**src/rtl/core/window_color_average_defines.svh**
```systemverilog
// ----------------------------------------------------------------------------
// Window colour average: assertion macros
// Shared concurrent assertion forms, clocked on clk and quiet during reset.
// ----------------------------------------------------------------------------
`ifndef WINDOW_COLOR_AVERAGE_DEFINES_SVH
`define WINDOW_COLOR_AVERAGE_DEFINES_SVH

// Property checked on every clock edge outside reset.
`define WCA_ASSERT(label, prop, msg) \
    label: assert property (@(posedge clk) disable iff (!rst_n) prop) else $error(msg);

// Antecedent in one cycle implies consequent in the next.
`define WCA_ASSERT_NEXT(label, ante, cons, msg) \
    label: assert property (@(posedge clk) disable iff (!rst_n) (ante) |=> (cons)) else $error(msg);

`endif

```
**src/rtl/core/wca_pkg.sv**
```systemverilog
// ----------------------------------------------------------------------------
// Window colour average: package
// Field widths, register indexes, reset values and shared structs.
// ----------------------------------------------------------------------------
package wca_pkg;

    localparam int MAX_DIM_DEF   = 4096;
    localparam int RED_POS_DEF   = 16;
    localparam int GREEN_POS_DEF = 8;
    localparam int BLUE_POS_DEF  = 0;

    localparam int LEFT_W     = 13;
    localparam int COLS_W     = 14;
    localparam int FRAME_W    = 13;
    localparam int CFG_DATA_W = 14;
    localparam int CFG_IDX_W  = 3;
    localparam int PIXEL_W    = 32;
    localparam int CHAN_W     = 8;
    localparam int CHAN_N     = 3;
    localparam int SUM_W      = 40;
    localparam int STEP_W     = $clog2(CHAN_W);

    localparam logic [CHAN_W-1:0] CHAN_MAX = 8'hff;

    localparam logic [CFG_IDX_W-1:0] REG_WINDOW_LEFT = 3'd0;
    localparam logic [CFG_IDX_W-1:0] REG_WINDOW_TOP  = 3'd1;
    localparam logic [CFG_IDX_W-1:0] REG_WINDOW_COLS = 3'd2;
    localparam logic [CFG_IDX_W-1:0] REG_WINDOW_ROWS = 3'd3;
    localparam logic [CFG_IDX_W-1:0] REG_FRAME_COLS  = 3'd4;
    localparam logic [CFG_IDX_W-1:0] REG_FRAME_ROWS  = 3'd5;

    localparam logic [LEFT_W-1:0]  WINDOW_LEFT_RST = 13'd0;
    localparam logic [LEFT_W-1:0]  WINDOW_TOP_RST  = 13'd0;
    localparam logic [COLS_W-1:0]  WINDOW_COLS_RST = 14'd1;
    localparam logic [COLS_W-1:0]  WINDOW_ROWS_RST = 14'd1;
    localparam logic [FRAME_W-1:0] FRAME_COLS_RST  = 13'd640;
    localparam logic [FRAME_W-1:0] FRAME_ROWS_RST  = 13'd480;

    typedef struct packed {
        logic signed [LEFT_W-1:0] window_left;
        logic signed [LEFT_W-1:0] window_top;
        logic signed [COLS_W-1:0] window_cols;
        logic signed [COLS_W-1:0] window_rows;
        logic [FRAME_W-1:0]       frame_cols;
        logic [FRAME_W-1:0]       frame_rows;
    } cfg_t;

    typedef struct packed {
        logic pix_accept;
        logic frame_close;
        logic area_load;
        logic div_check;
        logic div_step;
        logic out_load;
    } dp_cmd_t;

endpackage

```
**src/rtl/core/window_color_average.sv**
```systemverilog
// ----------------------------------------------------------------------------
// Window colour average: top level
// Mean red, green and blue over a clipped rectangle of a raster-order frame.
// ----------------------------------------------------------------------------
// Pixels are taken one per clock while a frame streams. The pixel marked
// frame_last closes the frame: input is then held off through the window
// area multiply, the range check, eight restoring division steps giving one
// quotient bit per channel each, and the load of the output register, and
// longer if the previous result has not yet been taken. A result waiting at
// the output does not stop the next frame's pixels. Window registers take
// effect on the next pixel.
module window_color_average import wca_pkg::*; #(
    parameter int MAX_DIM   = MAX_DIM_DEF,
    parameter int RED_POS   = RED_POS_DEF,
    parameter int GREEN_POS = GREEN_POS_DEF,
    parameter int BLUE_POS  = BLUE_POS_DEF
) (
    input  logic                  clk,
    input  logic                  rst_n,
    input  logic                  in_valid,
    output logic                  in_ready,
    input  logic [PIXEL_W-1:0]    pixel,
    input  logic                  frame_last,
    output logic                  out_valid,
    input  logic                  out_ready,
    output logic [PIXEL_W-1:0]    mean_pixel,
    output logic                  window_empty,
    input  logic                  cfg_valid,
    output logic                  cfg_ready,
    input  logic [CFG_IDX_W-1:0]  cfg_index,
    input  logic [CFG_DATA_W-1:0] cfg_data
);

    cfg_t    cfg;
    dp_cmd_t cmd;

    wca_cfg_regs u_cfg_regs (
        .clk       (clk),
        .rst_n     (rst_n),
        .cfg_valid (cfg_valid),
        .cfg_ready (cfg_ready),
        .cfg_index (cfg_index),
        .cfg_data  (cfg_data),
        .cfg       (cfg)
    );

    wca_ctrl u_ctrl (
        .clk        (clk),
        .rst_n      (rst_n),
        .in_valid   (in_valid),
        .in_ready   (in_ready),
        .frame_last (frame_last),
        .out_valid  (out_valid),
        .out_ready  (out_ready),
        .cmd        (cmd)
    );

    wca_datapath #(
        .MAX_DIM   (MAX_DIM),
        .RED_POS   (RED_POS),
        .GREEN_POS (GREEN_POS),
        .BLUE_POS  (BLUE_POS)
    ) u_datapath (
        .clk          (clk),
        .rst_n        (rst_n),
        .cmd          (cmd),
        .cfg          (cfg),
        .pixel        (pixel),
        .mean_pixel   (mean_pixel),
        .window_empty (window_empty)
    );

endmodule

```
**src/rtl/core/wca_cfg_regs.sv**
```systemverilog
// ----------------------------------------------------------------------------
// Window colour average: configuration registers
// Six window and frame registers, written one request at a time.
// ----------------------------------------------------------------------------
module wca_cfg_regs import wca_pkg::*; (
    input  logic                  clk,
    input  logic                  rst_n,
    input  logic                  cfg_valid,
    output logic                  cfg_ready,
    input  logic [CFG_IDX_W-1:0]  cfg_index,
    input  logic [CFG_DATA_W-1:0] cfg_data,
    output cfg_t                  cfg
);

    cfg_t cfg_reg;
    cfg_t cfg_next;

    assign cfg_ready = 1'b1;
    assign cfg       = cfg_reg;

    always_comb
    begin
        cfg_next = cfg_reg;
        if (cfg_valid)
        begin
            case (cfg_index)
                REG_WINDOW_LEFT: cfg_next.window_left = cfg_data[LEFT_W-1:0];
                REG_WINDOW_TOP:  cfg_next.window_top  = cfg_data[LEFT_W-1:0];
                REG_WINDOW_COLS: cfg_next.window_cols = cfg_data[COLS_W-1:0];
                REG_WINDOW_ROWS: cfg_next.window_rows = cfg_data[COLS_W-1:0];
                REG_FRAME_COLS:  cfg_next.frame_cols  = cfg_data[FRAME_W-1:0];
                REG_FRAME_ROWS:  cfg_next.frame_rows  = cfg_data[FRAME_W-1:0];
                default:         cfg_next = cfg_reg;
            endcase
        end
    end

    always_ff @(posedge clk or negedge rst_n)
    begin
        if (!rst_n)
        begin
            cfg_reg.window_left <= WINDOW_LEFT_RST;
            cfg_reg.window_top  <= WINDOW_TOP_RST;
            cfg_reg.window_cols <= WINDOW_COLS_RST;
            cfg_reg.window_rows <= WINDOW_ROWS_RST;
            cfg_reg.frame_cols  <= FRAME_COLS_RST;
            cfg_reg.frame_rows  <= FRAME_ROWS_RST;
        end
        else
        begin
            cfg_reg <= cfg_next;
        end
    end

endmodule

```
**src/rtl/core/wca_ctrl.sv**
```systemverilog
// ----------------------------------------------------------------------------
// Window colour average: controller
// Sequences pixel intake, the frame-end area multiply and the mean division,
// and owns the result handshake.
// ----------------------------------------------------------------------------
`include "window_color_average_defines.svh"

module wca_ctrl import wca_pkg::*; (
    input  logic    clk,
    input  logic    rst_n,
    input  logic    in_valid,
    output logic    in_ready,
    input  logic    frame_last,
    output logic    out_valid,
    input  logic    out_ready,
    output dp_cmd_t cmd
);

    localparam logic [2:0] S_RUN   = 3'd0;
    localparam logic [2:0] S_AREA  = 3'd1;
    localparam logic [2:0] S_CHECK = 3'd2;
    localparam logic [2:0] S_DIV   = 3'd3;
    localparam logic [2:0] S_OUT   = 3'd4;

    logic [2:0]        state_reg;
    logic [2:0]        state_next;
    logic [STEP_W-1:0] step_reg;
    logic [STEP_W-1:0] step_next;
    logic              out_valid_reg;
    logic              out_valid_next;

    assign in_ready  = (state_reg == S_RUN);
    assign out_valid = out_valid_reg;

    always_comb
    begin
        state_next     = state_reg;
        step_next      = step_reg;
        out_valid_next = out_valid_reg;
        cmd            = '0;

        if (out_valid_reg && out_ready)
        begin
            out_valid_next = 1'b0;
        end

        case (state_reg)
            S_RUN:
            begin
                if (in_valid)
                begin
                    cmd.pix_accept = 1'b1;
                    if (frame_last)
                    begin
                        cmd.frame_close = 1'b1;
                        state_next      = S_AREA;
                    end
                end
            end
            S_AREA:
            begin
                cmd.area_load = 1'b1;
                state_next    = S_CHECK;
            end
            S_CHECK:
            begin
                cmd.div_check = 1'b1;
                step_next     = STEP_W'(CHAN_W - 1);
                state_next    = S_DIV;
            end
            S_DIV:
            begin
                cmd.div_step = 1'b1;
                if (step_reg == '0)
                begin
                    state_next = S_OUT;
                end
                else
                begin
                    step_next = step_reg - STEP_W'(1);
                end
            end
            S_OUT:
            begin
                // output slot free, or being emptied this cycle
                if (!out_valid_reg || out_ready)
                begin
                    cmd.out_load   = 1'b1;
                    out_valid_next = 1'b1;
                    state_next     = S_RUN;
                end
            end
            default:
            begin
                state_next = S_RUN;
            end
        endcase
    end

    always_ff @(posedge clk or negedge rst_n)
    begin
        if (!rst_n)
        begin
            state_reg     <= S_RUN;
            step_reg      <= '0;
            out_valid_reg <= 1'b0;
        end
        else
        begin
            state_reg     <= state_next;
            step_reg      <= step_next;
            out_valid_reg <= out_valid_next;
        end
    end

    `WCA_ASSERT_NEXT(a_close_holds_input, in_valid && in_ready && frame_last, !in_ready, "pixel taken during frame-end division")
    `WCA_ASSERT(a_load_free_slot, cmd.out_load |-> (!out_valid_reg || out_ready), "result overwritten before taken")
    `WCA_ASSERT_NEXT(a_load_shows_valid, cmd.out_load, out_valid_reg, "loaded result not presented")
    `WCA_ASSERT(a_div_length, (state_reg == S_CHECK) |=> ##8 (state_reg == S_OUT), "division step count wrong")

endmodule

```
**src/rtl/core/wca_datapath.sv**
```systemverilog
// ----------------------------------------------------------------------------
// Window colour average: datapath
// Raster position, window clip, channel accumulators, area multiply and a
// restoring divider that yields one quotient bit per channel per step.
// ----------------------------------------------------------------------------
module wca_datapath import wca_pkg::*; #(
    parameter int MAX_DIM   = MAX_DIM_DEF,
    parameter int RED_POS   = RED_POS_DEF,
    parameter int GREEN_POS = GREEN_POS_DEF,
    parameter int BLUE_POS  = BLUE_POS_DEF
) (
    input  logic               clk,
    input  logic               rst_n,
    input  dp_cmd_t            cmd,
    input  cfg_t               cfg,
    input  logic [PIXEL_W-1:0] pixel,
    output logic [PIXEL_W-1:0] mean_pixel,
    output logic               window_empty
);

    localparam int IDX_W  = $clog2(MAX_DIM);
    localparam int DIM_W  = $clog2(MAX_DIM + 1);
    localparam int CLIP_W = ((DIM_W > COLS_W) ? DIM_W : COLS_W) + 1;
    localparam int AREA_W = 2 * DIM_W;
    localparam int CMP_W  = (AREA_W + CHAN_W > SUM_W) ? AREA_W + CHAN_W : SUM_W;
    localparam int CHAN_POS [CHAN_N] = '{RED_POS, GREEN_POS, BLUE_POS};

    localparam logic signed [CLIP_W-1:0] DIM_MAX = CLIP_W'(MAX_DIM);
    localparam logic signed [CLIP_W-1:0] ONE_S   = CLIP_W'(1);
    localparam logic signed [CLIP_W-1:0] ZERO_S  = CLIP_W'(0);

    // frame size saturated to 1..MAX_DIM
    function automatic logic signed [CLIP_W-1:0] sat_dim(input logic [FRAME_W-1:0] v);
        logic signed [CLIP_W-1:0] w;
        w = $signed({{(CLIP_W-FRAME_W){1'b0}}, v});
        if (v == '0)
            sat_dim = ONE_S;
        else if (w > DIM_MAX)
            sat_dim = DIM_MAX;
        else
            sat_dim = w;
    endfunction

    logic [IDX_W-1:0]         col_reg;
    logic [IDX_W-1:0]         row_reg;
    logic [IDX_W-1:0]         col_next;
    logic [IDX_W-1:0]         row_next;

    logic signed [CLIP_W-1:0] left_s;
    logic signed [CLIP_W-1:0] top_s;
    logic signed [CLIP_W-1:0] cols_s;
    logic signed [CLIP_W-1:0] rows_s;
    logic signed [CLIP_W-1:0] fc;
    logic signed [CLIP_W-1:0] fr;
    logic signed [CLIP_W-1:0] x_end;
    logic signed [CLIP_W-1:0] y_end;
    logic signed [CLIP_W-1:0] x0;
    logic signed [CLIP_W-1:0] x1;
    logic signed [CLIP_W-1:0] y0;
    logic signed [CLIP_W-1:0] y1;
    logic signed [CLIP_W-1:0] col_s;
    logic signed [CLIP_W-1:0] row_s;
    logic                     nonempty;
    logic                     in_win;
    logic                     col_wrap;
    logic                     row_wrap;
    logic [DIM_W-1:0]         x_span;
    logic [DIM_W-1:0]         y_span;

    logic [DIM_W-1:0]         x_span_reg;
    logic [DIM_W-1:0]         y_span_reg;
    logic                     empty_reg;
    logic [AREA_W-1:0]        area_reg;
    logic [CMP_W-1:0]         div_reg;
    logic [CMP_W-1:0]         lim;

    logic [SUM_W-1:0]         sum_reg  [CHAN_N];
    logic [SUM_W-1:0]         sum_next [CHAN_N];
    logic [CMP_W-1:0]         rem_reg  [CHAN_N];
    logic [CHAN_W-1:0]        q_reg    [CHAN_N];
    logic                     sat_reg  [CHAN_N];
    logic [PIXEL_W-1:0]       placed   [CHAN_N];

    logic [PIXEL_W-1:0]       mean_pixel_reg;
    logic                     window_empty_reg;

    // window clip against the frame edges
    assign left_s = $signed({{(CLIP_W-LEFT_W){cfg.window_left[LEFT_W-1]}}, cfg.window_left});
    assign top_s  = $signed({{(CLIP_W-LEFT_W){cfg.window_top[LEFT_W-1]}}, cfg.window_top});
    assign cols_s = $signed({{(CLIP_W-COLS_W){cfg.window_cols[COLS_W-1]}}, cfg.window_cols});
    assign rows_s = $signed({{(CLIP_W-COLS_W){cfg.window_rows[COLS_W-1]}}, cfg.window_rows});
    assign fc     = sat_dim(cfg.frame_cols);
    assign fr     = sat_dim(cfg.frame_rows);

    assign x_end  = left_s + cols_s;
    assign y_end  = top_s + rows_s;
    assign x0     = (left_s < ZERO_S) ? ZERO_S : left_s;
    assign y0     = (top_s < ZERO_S) ? ZERO_S : top_s;
    assign x1     = (x_end > fc) ? fc : x_end;
    assign y1     = (y_end > fr) ? fr : y_end;

    assign nonempty = (x1 > x0) && (y1 > y0);
    assign x_span   = nonempty ? DIM_W'(x1 - x0) : '0;
    assign y_span   = nonempty ? DIM_W'(y1 - y0) : '0;

    assign col_s  = $signed({{(CLIP_W-IDX_W){1'b0}}, col_reg});
    assign row_s  = $signed({{(CLIP_W-IDX_W){1'b0}}, row_reg});
    assign in_win = nonempty && (col_s >= x0) && (col_s < x1)
                    && (row_s >= y0) && (row_s < y1);

    // raster position of the next pixel
    assign col_wrap = (col_s + ONE_S) >= fc;
    assign row_wrap = (row_s + ONE_S) >= fr;

    always_comb
    begin
        col_next = col_reg;
        row_next = row_reg;
        if (cmd.frame_close)
        begin
            col_next = '0;
            row_next = '0;
        end
        else if (cmd.pix_accept)
        begin
            if (col_wrap)
            begin
                col_next = '0;
                row_next = row_wrap ? '0 : row_reg + IDX_W'(1);
            end
            else
            begin
                col_next = col_reg + IDX_W'(1);
            end
        end
    end

    always_ff @(posedge clk or negedge rst_n)
    begin
        if (!rst_n)
        begin
            col_reg <= '0;
            row_reg <= '0;
        end
        else
        begin
            col_reg <= col_next;
            row_reg <= row_next;
        end
    end

    // area and divisor
    assign lim = CMP_W'(area_reg) << CHAN_W;

    always_ff @(posedge clk)
    begin
        if (cmd.frame_close)
        begin
            x_span_reg <= x_span;
            y_span_reg <= y_span;
            empty_reg  <= !nonempty;
        end
        if (cmd.area_load)
        begin
            area_reg <= AREA_W'(x_span_reg) * AREA_W'(y_span_reg);
        end
        if (cmd.div_check)
        begin
            div_reg <= CMP_W'(area_reg) << (CHAN_W - 1);
        end
        else if (cmd.div_step)
        begin
            div_reg <= div_reg >> 1;
        end
    end

    for (genvar i = 0; i < CHAN_N; i++)
    begin : g_chan
        logic [CHAN_W-1:0] chan_byte;
        logic              ge;
        logic [CHAN_W-1:0] mean_byte;

        assign chan_byte = pixel[CHAN_POS[i] +: CHAN_W];
        assign sum_next[i] = sum_reg[i] + (in_win ? SUM_W'(chan_byte) : '0);
        assign ge = rem_reg[i] >= div_reg;
        assign mean_byte = sat_reg[i] ? CHAN_MAX : q_reg[i];
        assign placed[i] = PIXEL_W'(mean_byte) << CHAN_POS[i];

        always_ff @(posedge clk or negedge rst_n)
        begin
            if (!rst_n)
            begin
                sum_reg[i] <= '0;
            end
            else if (cmd.frame_close)
            begin
                sum_reg[i] <= '0;
            end
            else if (cmd.pix_accept)
            begin
                sum_reg[i] <= sum_next[i];
            end
        end

        always_ff @(posedge clk)
        begin
            if (cmd.frame_close)
            begin
                rem_reg[i] <= CMP_W'(sum_next[i]);
            end
            else if (cmd.div_step && ge)
            begin
                rem_reg[i] <= rem_reg[i] - div_reg;
            end

            if (cmd.div_check)
            begin
                // quotient of 256 or more clamps to a full byte
                sat_reg[i] <= rem_reg[i] >= lim;
                q_reg[i]   <= '0;
            end
            else if (cmd.div_step)
            begin
                q_reg[i] <= {q_reg[i][CHAN_W-2:0], ge};
            end
        end
    end

    always_ff @(posedge clk)
    begin
        if (cmd.out_load)
        begin
            mean_pixel_reg   <= empty_reg ? '0 : (placed[0] | placed[1] | placed[2]);
            window_empty_reg <= empty_reg;
        end
    end

    assign mean_pixel   = mean_pixel_reg;
    assign window_empty = window_empty_reg;

endmodule

```
**config.mk**
```make
export PLATFORM = sky130hd
export DESIGN_NAME = window_color_average
export DESIGN_NICKNAME = d
export VERILOG_FILES = /design/src/rtl/core/wca_pkg.sv /design/src/rtl/core/window_color_average.sv /design/src/rtl/core/wca_cfg_regs.sv /design/src/rtl/core/wca_ctrl.sv /design/src/rtl/core/wca_datapath.sv
export VERILOG_INCLUDE_DIRS = /design/src /design/src/rtl/core
export SDC_FILE = /design/constraint.sdc
export NUM_CORES = 2
export LEC_CHECK = 0
export BUFFER_PORTS_ARGS = -buffer_cell sky130_fd_sc_hd__buf_2
export CORE_ASPECT_RATIO = 0.9
export CORE_UTILIZATION = 30
export CTS_BUF_LIST = sky130_fd_sc_hd__clkbuf_4 sky130_fd_sc_hd__clkbuf_8
export CTS_CLUSTER_SIZE = 12
export DETAILED_ROUTE_END_ITERATION = 10
export GPL_TIMING_DRIVEN = 0
export SYNTH_ARGS = -nofsm -noshare
export SYNTH_HDL_FRONTEND = slang
export SYNTH_SLANG_ARGS = --single-unit
```
**constraint.sdc**
```tcl
create_clock -name clk -period 9.86 [get_ports clk]
set_clock_uncertainty 0.1 [all_clocks]
set_input_delay 0.986 -clock clk [delete_from_list [all_inputs] [get_ports clk]]
set_output_delay 0.986 -clock clk [all_outputs]
set_load 0.01 [all_outputs]
```
==> After elaboration in Yosys (flattened, before gate mapping) <==
Memory sizes are Yosys's and may differ from the RTL's.
Cells that the tools add are included.
{ "op_classes": {"n_addsub": 15, "eq_ne": 14, "mul": 1, "muxes": 69, "reduce_logical": 30, "magnitude_cmp": 20, "bitwise_logic": 8} }
{ "ops": {"columns": ["cell", "n"], "rows": [
  ["40-bit two-way mux", 9],
  ["40-bit adder", 3],
  ["40-bit by 33-bit greater-or-equal comparator with 1-bit output", 3],
  ["40-bit by 34-bit greater-or-equal comparator with 1-bit output", 3],
  ["40-bit by 33-bit subtractor with 40-bit output", 3],
  ["12-bit two-way mux", 7],
  ["8-bit two-way mux", 9],
  ["33-bit two-way mux", 2],
  ["15-bit two-way mux", 4],
  ["13-bit two-way mux", 4],
  ["32-bit by 8-bit bitwise OR with 32-bit output", 1],
  ["13-bit by 14-bit adder with 15-bit output", 2],
  ["13-bit by 15-bit greater-or-equal comparator with 1-bit output", 2],
  ["15-bit by 14-bit greater-or-equal comparator with 1-bit output", 2],
  ["15-bit by 14-bit > comparator with 1-bit output", 2],
  ["15-bit > comparator", 2],
  ["13-bit by 15-bit less-than comparator with 1-bit output", 2],
  ["12-bit by 1-bit adder with 13-bit output, second input constant", 2],
  ["13-bit > comparator, second input constant", 2],
  ["13-bit zero test", 2],
  ["13-bit by 1-bit less-than comparator with 1-bit output, second input constant", 2],
  ["13-bit by 13-bit multiplier with 26-bit output", 1],
  ["13-bit subtractor", 2],
  ["1-bit two-way mux", 25],
  ["20 further kinds", 61]
]} }
{ "word_totals": {"memories": 3, "ramBits": 147, "reg_bits": 350, "input_bits": 55} }
{ "memory_table": {"columns": ["memory", "words", "word_bits", "read_ports", "rd_ports_with_merged_regs", "wr", "line_no", "text"], "rows": [
  ["u_datapath.rem_reg", 3, 40, 3, 0, 3, "wca_datapath.sv:79", "logic [CMP_W-1:0] rem_reg [CHAN_N];"],
  ["u_datapath.q_reg", 3, 8, 3, 0, 3, "wca_datapath.sv:80", "logic [CHAN_W-1:0] q_reg [CHAN_N];"],
  ["u_datapath.sat_reg", 3, 1, 3, 0, 3, "wca_datapath.sv:81", "logic sat_reg [CHAN_N];"]
]} }

==> Longest topological paths before layout <==
{ "depth": {"depth_word": 15, "depth_mapped": 53} }

==> Cells and area by module <==
A second synthesis with hierarchy kept.
{ "unflattened": {"hier_cells": 4432, "hier_area_um2": 40840.4} }
{ "by_module_without_submodules": {"columns": ["module", "cells_each", "n_inst", "area_per_inst_um2"], "rows": [
  ["wca_datapath", 4216, 1, 37390.9],
  ["wca_cfg_regs", 175, 1, 3049.2],
  ["wca_ctrl", 41, 1, 400.4]
]} }

==> Worst setup path before layout <==
No wires, ideal clock.
{ "synth_timing": {"path_kind": "register to register", "start": "register u_cfg_regs.cfg_reg, in the netlist u_cfg_regs.cfg[26]", "end": "memory u_datapath.rem_reg[1][36] (netlist name), data pin", "setup_slack_ps": 191, "path_buffers": 8, "required_ps": 9492, "period_less_slack_ps": 9669, "stages_incl_launch_ff": 50, "setup_ps": 268, "arrival_ps": 9301, "path_cell_list": "dfstp_2 > ha_1 > inv_1 > fa_1 > nor2b_1 > o21ai_0 > a21boi_1 > o221a_2 > o221ai_1 > xnor2_1 > ha_1 > nand3_1 > nor3_1 > nand2_1 > o2111ai_1 > o32a_1 > buf_2 > a21o_4 > (+14 left out) > a21o_1 > a21oi_1 > o21bai_1 > a21oi_1 > o21bai_1 > a21o_1 > and3_1 > clkbuf_1 > and4_1 > clkbuf_1 > and4_1 > clkbuf_1 > and3_1 > clkbuf_1 > and3_1 > xor2_1 > nand2_1 > o21ai_0"} }
{ "synth_rtl": {"columns": ["item", "line_no", "text"], "rows": [
  ["start: declaration", "wca_cfg_regs.sv:15", "cfg_t cfg_reg;"],
  ["start signal: assignment", "wca_cfg_regs.sv:51", "cfg_reg <= cfg_next;"],
  ["end: declaration", "wca_datapath.sv:79", null]
]} }

==> results.md <==
- Clock root buffer: clkbuf_8
- FILL cells: roughly 14000
- Port Buffers: 73
- Outcome: finished clean
- Rel. slew slack: less than 1%
- Core area: 135000 sq um
- DR WL/cell: 19.3 um
- First-pass GRT wire length: between 150000 and 200000 um
- FF/Latch Area: 13500 sq um
- Crit-path max FO: 8
- Min-delay worst type: in2reg
- Dominant synthesized flop cell: edfxtp_1
- Worst path top cell family by delay: compound AO/OA/AOI/OAI gates
- Row cnt: 128
- DRT Wirelength: 128000 um
- Slowest stage delay, CP: 0.56 ns
- Worst Tran Pin Value: 1.49 ns
- Fin nets: ~5300
- WS Path Type: reg2reg
- Clk sinks: 489
- Final period utilization: 97.6%
- 1st-pass router iterations: 6
- Full die area: approximately 140000 sq um
- DR vias: 34960
- Area occupied by multi-input gates: 26100 sq um
- Pin count of the biggest net entering global routing: 113
- Post-synth EDFFs: between 200 and 300
- Share of layout cells above drive strength 1: 12.3%
- Fin Setup TNS: 0 ns
- Worst r2r src: u_cfg_regs.cfg[40]
- DR vias/cell: 5.25
- Final hold violations: 0
- Post-route DRC: 0
- Seq/Total Area, Yosys: 33.0%
- Post-DP HPWL: 98000 um
- Hold Crit Start: cfg_data[13]
- Die Span Y: 352 um
- Commonest non-fill, non-tap cells in the layout: 510 x nand2_1, 392 x ha_1, 343 x o21ai_0
- Final Critical Period: 9.62 ns
- Layout Cells excl Fill: 6659
- Mapped cell area: 40800 sq um
- GRT Util Overall: 18.4%
- Max Clk Rate: about 0.10 GHz
- Mapped Cells: 4507
- Initial Util: 30.2%
- CP max-delay cell: o31ai_4
- Critical path startpoint category: flop
- Placed Instances: ~6400
- H-tree Lvls: 3
- Synth Register Bits: between 400 and 500
- Worst skew pair latency: 0.80 ns
- PwrDens: between 400 and 500 nW/um^2
- Crit path DAT: 10.03 ns
- Critical Path Source: u_cfg_regs.cfg[40]
- 1st-iter DRT viols: 3283
- CP endpoint kind: flop
- Worst-path clk slew: approximately 0.07 ns
- Bufs and invs on worst path: 6
- Clock tree buffer depth: 3
- Remaining antenna violation count: 0
- Syn-to-layout area delta: 15.3%
- Synth Warn #: 0
- Max-Cap Viols: 0
- Initial antenna violation count: 8
- CTS tree: built
- VDD IR-drop max: 0.000516 V
- Most common cell after layout, fill and taps aside: nand2_1
- Final GP Congestion: 0.914
- Setup violations, final: 0
- Vias in the first global route: 33301
- Num CTS Buffers: 91
- Num ports: 91
- Max-slew violation count: 0
- CP required: about 10 ns
- Global route overflow: 0
- FFs w/ async S/R, synth: 47.2%
- DIE WIDTH: 391 um
- Static Leak: approximately 20 nW
- Avg Cell Area, Syn: between 9 and 10 sq um
- Synth unique cells: 90
## synth_stat cells, types with 111 or more instances
cell type / count / share of area [%]
nand2_1: 519 / 4.8
ha_1: 401 / 12
o21ai_0: 356 / 4.4
inv_1: 311 / 2.9
nor2_1: 280 / 2.6
edfxtp_1: 251 / 18
a21oi_1: 249 / 3.1
dfrtp_1: 223 / 14
xnor2_1: 185 / 4.0
clkbuf_1: 166 / 1.5
fa_1: 129 / 6.3
nand3_1: 129 / 1.6
and2_1: 126 / 1.9
xor2_1: 111 / 2.4
## cell type report
cell class,instances,area share (%)
inverters,311,2.48
repair buffers,162,2.46
multi-input cells,3524,55.6
plain buffers,181,1.69
flip-flops and latches,489,28.6
clock inverters,43,0.971
clock buffers,124,3.31
diodes,5,0.0266
well taps,1820,4.84
## worst paths after layout
kind | endpoint | slack [ns] | cells after the start
max | u_datapath.rem_reg[2][20] | 0.24 | 44
min | u_cfg_regs.cfg[39] | 0.35 | 2
max reg2reg | u_datapath.rem_reg[2][20] | 0.24 | 44
min reg2reg | u_datapath.div_reg[6] | 0.36 | 2
max in group asynchronous | u_datapath.row_reg[5] | 7.60 | 4
min in group asynchronous | u_datapath.sum_reg[48] | 0.61 | 2
## stage by stage
step	utilization, %	worst slack [ns]	instance area [sq um]	power, mW	hold slack, ns
final	34.8	0.240	47000	18.9	0.350
after detailed placement	32.3	-2.31	43700	16.1	0.350
after floorplan	-	0.191	40800	12.7	0.336
after global routing	34.8	-0.131	47000	20.6	0.297
after CTS	34.3	-0.00102	46300	18.6	0.283
after global placement	32.2	-2.22	43500	15.8	0.348
## logic make-up after synthesis
logic type,count (synthesis),share of synthesized area [%]
mux,96,2.64
xor+xnor,296,6.35
flops,489,33.0
buf+inv,501,4.74
simple gates,1478,17.4
compound gates,1107,17.1
fa+ha+maj,538,18.8
other cells,2,0.0184
## power by group
part / leakage (nW) / internal (mW) / total (mW) / switching [mW]
registers: 5.49 / 3.24 / 3.68 / 0.440
clock network: 1.07 / 1.25 / 2.24 / 0.990
logic: 13.7 / 5.26 / 13.0 / 7.73
## timing repair
action                                 in CTS  in global routing
cloned                                      0                  1
setup endpoints to repair                 199                160
buffers inserted                           35                 44
resized for setup                         103                 94
pin swaps                                  27                 69
endpoints found under the hold margin      39                  0
hold buffers                                1                  0
## per-layer routing
metal | up-vias | share of wire (%) | global-route usage (%)
met4 | 0 | 3.2 | 6.35
met1 | 17077 | 47 | 26.1
met3 | 204 | 8.5 | 4.57
met5 | - | 0 | 0.175
met2 | 1161 | 42 | 26.8
li1 | 16518 | - | -
(Power assumes the default switching activity.)
